`src/hw/rtl/cbt_pkg.sv`:
```
// ----------------------------------------------------------------------------
// cbt_pkg
// Shared types and constants of the CBOR item boundary tracker.
// ----------------------------------------------------------------------------
package cbt_pkg;

  localparam int unsigned MaxNestingDefault = 64;

  localparam logic [2:0] ErrNone     = 3'd0;
  localparam logic [2:0] ErrBadChunk = 3'd1;
  localparam logic [2:0] ErrMismatch = 3'd2;
  localparam logic [2:0] ErrBadHead  = 3'd3;
  localparam logic [2:0] ErrTooDeep  = 3'd4;

  localparam logic [1:0] KindArr = 2'd1;
  localparam logic [1:0] KindMap = 2'd2;
  localparam logic [1:0] KindTag = 2'd3;

  // datapath command from controller
  typedef enum logic [2:0] {
    CmdNone,
    CmdDecode,
    CmdFinish,
    CmdFinishTop
  } cmd_e;

  // status from datapath to controller
  typedef struct packed {
    logic       need_finish;
  } stat_t;

endpackage

```
`src/hw/rtl/cbt_ctrl.sv`:
```
// ----------------------------------------------------------------------------
// cbt_ctrl
// Sequences decode and finish steps and the handshakes of both channels.
// ----------------------------------------------------------------------------
module cbt_ctrl
  import cbt_pkg::*;
(
  input  logic       clk_i,
  input  logic       rst_ni,
  input  logic       in_valid_i,
  output logic       in_ready_o,
  input  logic [7:0] in_byte_i,
  output logic       out_valid_o,
  input  logic       out_ready_i,
  output logic [7:0] out_byte_o,
  output cmd_e       cmd_o,
  input  stat_t      stat_i
);

  typedef enum logic [1:0] {
    StIdle,
    StWork,
    StHold
  } state_e;

  state_e     state_q, state_d;
  logic [7:0] byte_q;
  logic       ovalid_q, ovalid_d;

  assign in_ready_o  = (state_q == StIdle) && (!ovalid_q || out_ready_i);
  assign out_valid_o = ovalid_q;
  assign out_byte_o  = byte_q;

  always_comb begin
    state_d = state_q;
    ovalid_d = ovalid_q;
    cmd_o = CmdNone;
    if (ovalid_q && out_ready_i) ovalid_d = 1'b0;
    unique case (state_q)
      StIdle: begin
        if (in_valid_i && in_ready_o) begin
          cmd_o = CmdDecode; state_d = StWork;
        end
      end
      StWork: begin
        // walk completions up the stack, one level per cycle
        if (stat_i.need_finish) begin
          cmd_o = CmdFinish;
        end else begin
          state_d = StIdle; ovalid_d = 1'b1;
        end
      end
      default: state_d = StIdle;
    endcase
  end

  always_ff @(posedge clk_i or negedge rst_ni) begin
    if (!rst_ni) begin
      state_q <= StIdle; ovalid_q <= 1'b0; byte_q <= '0;
    end else begin
      state_q <= state_d; ovalid_q <= ovalid_d;
      if (in_valid_i && in_ready_o) byte_q <= in_byte_i;
    end
  end

endmodule
```
`config.mk`:
```
export PLATFORM = sky130hd
export DESIGN_NAME = cbt_ctrl
export DESIGN_NICKNAME = d
export VERILOG_FILES = /design/src/hw/rtl/cbt_pkg.sv /design/src/hw/rtl/cbt_ctrl.sv
export SDC_FILE = /design/constraint.sdc
export NUM_CORES = 1
export LEC_CHECK = 0
export BUFFER_PORTS_ARGS = -buffer_cell sky130_fd_sc_hd__clkbuf_2
export CAP_MARGIN = 20
export CORE_AREA = 2 2 39 41
export DETAILED_ROUTE_END_ITERATION = 16
export DIE_AREA = 0 0 41 43
export PLACE_DENSITY = 0.73
export SYNTH_ARGS = -nofsm -noshare
export SYNTH_HDL_FRONTEND = slang
export SYNTH_SLANG_ARGS = --single-unit
```
`constraint.sdc`:
```
create_clock -name clk_i -period 1.3 [get_ports clk_i]
set_clock_uncertainty 0.05 [all_clocks]
set_input_delay 0.065 -clock clk_i [delete_from_list [all_inputs] [get_ports clk_i]]
set_output_delay 0.065 -clock clk_i [all_outputs]
set_load 0.01 [all_outputs]
```
After elaboration in Yosys (flattened, before gate mapping)
Cells that the tools add are included.
- equality and inequality tests: 3
- multiplexer cells: 9
- reduce and logical (&&, ||, !) cells: 7
- operator list (cell ; count):
    $pmux 2 s2 ; 2
    $mux 2 ; 3
    $mux 1 ; 4
    $logic_and 1x1->1 ; 3
    $eq 2x1->1 const B ; 1
    $logic_not 2->1 ; 1
    $ne 2x1->1 const B ; 1
    $ne 2x2->1 const B ; 1
    $reduce_and 2->1 ; 1
    $logic_not 1->1 ; 1
    $logic_or 1x1->1 ; 1
- register bits: 11
- output and inout port bits: 13
- word-level logic and storage cells: 22

Logic depth before layout (Yosys ltp)
Gate-level depths: netlist of the first run.
- word-level depth: 6
- depth in mapped cells: 4

Worst setup path after synthesis of the first run
Ideal clock, no wire load.
- path kind: register to register
- start: register ovalid_q, in the netlist out_valid_o
- end: register byte_q[0], in the netlist out_byte_o[0]
- library setup time: 125 ps
- arrival: 1179 ps
- required time: 1125 ps
- path slack: -54 ps
- cell stages (with the launch flop): 5
- buffers on the path: 1
- clock period less this slack: 1354 ps
- path through: dfrtp_1 -> nor2b_4 -> nor3b_2 -> buf_6 -> mux2_2
- word-level cells in the longest chain between the ends: 4
- ends and longest elaborated chain (element ; RTL line ; RTL):
    from (decl) ; cbt_ctrl.sv:28 ; logic ovalid_q, ovalid_d;
    from (signal assigned) ; cbt_ctrl.sv:61 ; state_q <= state_d; ovalid_q <= ovalid_d;
    $logic_not 1->1 ; cbt_ctrl.sv:30 ; assign in_ready_o = (state_q == StIdle) && (!ovalid_q || out_ready_i);
    $logic_or 1x1->1 ; cbt_ctrl.sv:30 ;
    $logic_and 1x1->1 ; cbt_ctrl.sv:30 ;
    $logic_and 1x1->1 ; cbt_ctrl.sv:62 ; if (in_valid_i && in_ready_o) byte_q <= in_byte_i;
    to (signal assigned) ; cbt_ctrl.sv:62 ;
    to (decl) ; cbt_ctrl.sv:27 ; logic [7:0] byte_q;
No other way between the ends.
A chain may end at the register's enable or synchronous reset.

Worst setup path after layout of the first run
- start: register ovalid_q, in the netlist out_valid_o
- end: register byte_q[2], in the netlist out_byte_o[2]
The elaborated chain is that of the path after synthesis.

==> reports/summary.json, run 1 <==
{
  "layout-area-overhead-vs-synth_pct": 79.0,
  "startpoint_of_the_worst_register_to_register_path": "out_valid_o",
  "setup_viol_count_final": 10,
  "min-delay-path-class": "in2reg",
  "power.density_cell_area_nw_per_um2": 1570,
  "die_width_microns": 41,
  "path_clk_slew_ns": 0.07,
  "max-cap-violations": 0,
  "synth_area_per_cell_sq_um": 14.9,
  "final_worst_setup_slack_ns": -0.0915,
  "placeableCoreArea_sq_um": 1380,
  "hold_path.startpoint": "stat_i",
  "boundaryPins": 26,
  "synth_seq_area_share_pct": 59.9,
  "vias_per_cell": 4.11,
  "worstSetupStartpoint": "out_valid_o",
  "drt-pass1-iter-count": 2,
  "fmax_ghz": 0.719,
  "final_layout_size_suffix_gt1_share_pct": 67.6,
  "clock-root-buffer": "clkbuf_4",
  "placement.cell_area_sq_um": 569,
  "synth_nets": 41,
  "drv_slew": 0,
  "final_net_count": 82,
  "place_hpwl_microns": 616,
  "crit_path_end_kind": "flip-flop",
  "synth_async_sr_flop_share_pct": 100,
  "detail_route.drc_violations": 0,
  "timing.critical_path.fanout_max": 7,
  "finalCritPeriodShare_pct": 107,
  "fp.dieArea_sq_um": 1760,
  "p_leak_nw": 0.396,
  "criticalPathCategory": "reg2reg",
  "count_of_unique_library_cells_instantiated_by_yosys": 12,
  "status": "finished with violations",
  "crit_path_dat_ns": 1.48,
  "synth_commonest_cells": "dfrtp_1 (10), mux2_2 (8)",
  "totalNegativeSetupSlack_ns": -0.585,
  "fin_worst_hold_slack_ns": 0.0273,
  "post-synth-top-count-cell": "dfrtp_1",
  "number_of_routed_nets_with_antenna_violations": 0,
  "globalplace.congestion": 0.536,
  "cts-buffers-inserted": 3,
  "tritoncts_num_sinks": 10,
  "routed_wire_length_per_instance_microns": 10.7,
  "grt_start_max_net_pins": 11,
  "irDropWorstVdd_v": 0.000683,
  "io_buffer_count": 24,
  "fp-row-count": 14,
  "finalHoldViolations": 0,
  "post_synth_edffs": 0,
  "finalInstanceArea_sq_um": 748,
  "startpoint_type": "flip-flop",
  "cts_buffer_depth": 2,
  "min_period_ns": 1.39,
  "antenna_violations_before_repair": 0,
  "grt_setup_unrepaired": "yes",
  "n_antenna_cell": 0,
  "pre_cts_ws_ns": -0.0731,
  "synth.yosys.warnings": 0,
  "synthesis.area_sq_um": 418,
  "netlist_top_cells_area": "dfrtp_1 (60%), mux2_2 (22%), nor2b_4 (3.3%)",
  "worstPathRequired_ns": 1.39,
  "first_iter_violations": 1,
  "route.vias.total": 345,
  "h-tree-depth": 1,
  "violations": "setup timing",
  "floorplan.die.height_microns": 43,
  "overall_power_mw": 1.17,
  "clkLatencyLatePin_ns": 0.25,
  "synth_largest_area_cell": "dfrtp_1",
  "tritoncts_clock_tree": "built",
  "initial_utilization_pct": 30.2,
  "post_synth_inst_count": 28,
  "grt_pass1_vias": 278,
  "groute.usage.overall_pct": 10.2,
  "synth_top_flop_cell": "dfrtp_1",
  "globalRoute.totalOverflow": 0,
  "synthDominantCellAreaShare_pct": 59.9,
  "grt_first_pass_wirelength_microns": 1190,
  "wl_microns": 897,
  "ys_seq_elements": 10
}
[timing repair]
action                     CTS  global route
setup buffers                0             1
hold endpoints to repair    18             0
setup endpoints to repair    9             9
pin swaps                    0             1
gates resized for setup      3            10
hold buffers                 9             0
[sequential cells by signal (all words and copies together) (netlist names)]
signal       cells
out_byte_o       8
out_valid_o      1
state_q          1
[kinds of logic (layout without fill, tap and decap cells)]
family / after synthesis / after routing / share of synthesized area [%]
compound gates: 1 / 1 / 2.10
flops: 10 / 10 / 59.9
buf+inv: 3 / 43 / 5.39
mux: 8 / 8 / 21.6
simple gates: 5 / 5 / 10.2
other cells: 1 / 1 / 0.897
[path summary, 6_finish.rpt]
check / endpoint / slack [ns] / depth (start not counted)
hold reg to reg: out_byte_o[2] / 0.46 / 1
hold / removal: out_valid_o / 0.03 / 3
min in group asynchronous: out_byte_o[3] / 0.16 / 2
setup reg to reg: out_byte_o[2] / -0.09 / 4
max in group asynchronous: state_q[0] / 0.84 / 2
setup / recovery: out_byte_o[2] / -0.09 / 4
[cell type report]
class	instances	area [sq um]
Clock buffer	4	36.3
Fill cell	128	636
Inverter	1	3.75
Multi-Input combinational cell	15	180
Sequential cell	10	250
Tap cell	16	20.0
Timing Repair Buffer	38	258
[cell usage in the layout (no fill, tap or decap), drive strengths merged]
master and n:
nor2b 1, clkbuf 26, a21o 1, mux2 8, dfrtp 10, or2 1
inv 1, dlygate4sd3 9, and2 1, buf 7, nor3b 1, conb 1
nor2 1
[per-layer routing]
metal  track usage, %  share of wire (%)
met1             14.7                 44
met2             12.8                 47
met3             3.14                9.0
met4             6.00                  0
met5                0                  0
[through the flow]
step / utilization [%] / instances
finish: 54.1 / 84
global placement: 41.1 / 70
floorplan: - / 28
CTS: 51.1 / 83
global route: 54.1 / 84
detailed placement: 41.1 / 70
[worst max-delay path, cell delays in order, from the launching register on]
cell and delay [ns]:
dfrtp_1 0.37, nor2b_4 0.14, nor3b_4 0.21, buf_6 0.17, mux2_2 0.33
[where the power goes]
part           total [mW]  internal (mW)  switching (mW)
logic               0.445          0.273           0.173
clock network       0.268          0.170          0.0980
registers           0.461          0.407          0.0540
total                1.17          0.849           0.325
Note: power is estimated with default switching activity, not from simulation.
==> run 2, diff against run 1 <==
--- a/config.mk
+++ b/config.mk
@@ -10,7 +10,7 @@
 export CORE_AREA = 2 2 39 41
 export DETAILED_ROUTE_END_ITERATION = 16
 export DIE_AREA = 0 0 41 43
-export PLACE_DENSITY = 0.73
+export PLACE_DENSITY_LB_ADDON = 0.05
 export SYNTH_ARGS = -nofsm -noshare
 export SYNTH_HDL_FRONTEND = slang
 export SYNTH_SLANG_ARGS = --single-unit
==> run 2 against run 1 <==
Against the previous run: the run still ends with setup timing left; critical path depth unchanged; hold slack improved by 0.017 ns; sequential share of layout area increased by 2.3 points; non-clock buffer count decreased by 1; die area unchanged; cell count decreased by 2.4%; sequential power about the same; first-iteration DRC count increased by 100%; cell area decreased by 6.5%; power decreased by 9.3%; flip-flop and latch count unchanged; largest power group unchanged.
==> reports/summary.json, run 2 (synthesized netlist as in run 1, its figures left out) <==
{
  "route.vias.total": 352,
  "finalHoldViolations": 0,
  "highest_signal_layer_in_the_routed_design": "met4",
  "die_width_microns": 41,
  "path_cells": "nor2b_4, nor3b_2, buf_4, mux2_2",
  "final_net_count": 81,
  "io_buffer_count": 24,
  "wl_microns": 982,
  "overall_power_mw": 1.06,
  "post-route-util_pct": 50.5,
  "criticalPathCategory": "reg2reg",
  "final_cell_mix": "clkbuf_2 (23), dfrtp_1 (10), dlygate4sd3_1 (9), mux2_2 (5), buf_4 (4)",
  "grt_setup_unrepaired": "yes",
  "h-tree-depth": 1,
  "route.met3.wl_microns": 61,
  "crit_family": "flip-flops",
  "irDropWorstVdd_v": 0.000714,
  "groute.usage.overall_pct": 13.7,
  "cts-buffers-inserted": 3,
  "worstPathRequired_ns": 1.39,
  "critPathMaxStageDelay_ns": 0.38,
  "tritoncts_num_sinks": 10,
  "min-delay-path-class": "in2reg",
  "p_leak_nw": 0.367,
  "vias_per_cell": 4.29,
  "placeableCoreArea_sq_um": 1380,
  "crit_path_dat_ns": 1.48,
  "initial_utilization_pct": 30.2,
  "cp.buffers_inverters": 1,
  "final_layout_size_suffix_gt1_share_pct": 65.2,
  "globalRoute.totalOverflow": 0,
  "fmax_ghz": 0.720,
  "layout-area-overhead-vs-synth_pct": 67.4,
  "globalplace.congestion": 0.578,
  "timing.critical_path.fanout_max": 6,
  "fp.dieArea_sq_um": 1760,
  "max-cap-violations": 0,
  "first_iter_violations": 2,
  "crit_path_end_kind": "flip-flop",
  "largest_reg_flops": 8,
  "critical-path-slowest-cell": "dfrtp_1",
  "number_of_routed_nets_with_antenna_violations": 0,
  "grt_pass1_vias": 351,
  "clock-root-buffer": "clkbuf_4",
  "drt-pass1-iter-count": 2,
  "finalCritPeriodShare_pct": 107,
  "clkLatencyLatePin_ns": 0.25,
  "startpoint_type": "flip-flop",
  "antenna_violations_before_repair": 0,
  "setup_viol_count_final": 9,
  "boundaryPins": 26,
  "violations": "setup timing",
  "min_period_ns": 1.39,
  "status": "finished with violations",
  "cts_buffer_depth": 2,
  "drv_slew": 0,
  "final_worst_setup_slack_ns": -0.0887,
  "mostFrequentLayoutCell": "clkbuf_2",
  "fp-row-count": 14,
  "power.density_cell_area_nw_per_um2": 1520,
  "tritoncts_clock_tree": "built",
  "grt_first_pass_wirelength_microns": 1520,
  "floorplan.die.height_microns": 43,
  "detail_route.drc_violations": 0,
  "path_clk_slew_ns": 0.06,
  "grt_start_max_net_pins": 11,
  "routed_wire_length_per_instance_microns": 12.0,
  "routed_length_on_met1_microns": 382,
  "n_antenna_cell": 0,
  "routed_length_on_met2_microns": 529
}
==> run 2: cell types whose count changed in the layout (fill, tap and decap cells not counted) <==
cell and change:
nor2_1 +1, clkbuf_2 +1, nor3b_4 -1, buf_2 -1, nor3b_2 +1, mux2_2 +4
buf_6 -1, clkbuf_8 -1, nor2_2 -1, mux2_4 -4
==> run 2: repair_timing <==
action | CTS | global route
endpoints found under the setup margin | 9 | 9
gates resized for setup | 3 | 2
hold endpoints to repair | 18 | 0
setup buffers | 0 | 0
hold buffers | 9 | 0
pin swaps | 0 | 1
==> run 2: worst reg2reg max path: cells and delay by family (launching register included) <==
| family | cells | cell delay, ns |
|---|---|---|
| muxes | 1 | 0.34 |
| DFF | 1 | 0.38 |
| and+or+nand+nor | 2 | 0.33 |
| buffers and inverters | 1 | 0.18 |
==> run 2: power breakdown <==
part           total [mW]  switching [mW]  internal [mW]
Clock               0.202          0.0952          0.106
Sequential          0.461          0.0537          0.407
Combinational       0.402           0.166          0.237
Total                1.06           0.314          0.750
==> run 2: routing by layer <==
layer | GRT usage [%] | up-vias
li1 | - | 166
met1 | 14.6 | 171
met2 | 21.9 | 13
met3 | 4.71 | 2
met4 | 8.00 | 0
met5 | 0 | -
==> run 2: final timing paths <==
kind,start,to,slack (ns),depth (start not counted)
hold reg to reg,out_byte_o[7],out_byte_o[7],0.46,1
max in group asynchronous,rst_ni,out_byte_o[5],0.84,2
setup / recovery,out_valid_o,out_byte_o[0],-0.09,4
min in group asynchronous,rst_ni,out_byte_o[3],0.16,2
hold / removal,stat_i,out_valid_o,0.04,3
setup reg to reg,out_valid_o,out_byte_o[0],-0.09,4
==> run 2: layout make-up <==
type | count | area, sq um
tap | 16 | 20.0
multi-input combinational | 15 | 156
clock buffer | 3 | 22.5
timing repair buffer | 37 | 246
fill | 135 | 684
inverter | 1 | 3.75
sequential | 10 | 250
==> run 2: per-stage QoR <==
step | cells | setup TNS, ns | cell area [sq um] | hold slack (ns) | setup WS [ns]
2_1_floorplan | 28 | -0.432 | 418 | -0.281 | -0.0540
3_3_place_gp | 70 | -0.150 | 569 | -0.117 | -0.0291
3_5_place_dp | 70 | -0.445 | 569 | -0.105 | -0.0669
4_1_cts | 82 | -0.576 | 693 | 0.0378 | -0.0994
5_1_grt | 82 | -1.26 | 699 | 0.0417 | -0.164
6_report | 82 | -0.599 | 699 | 0.0441 | -0.0887
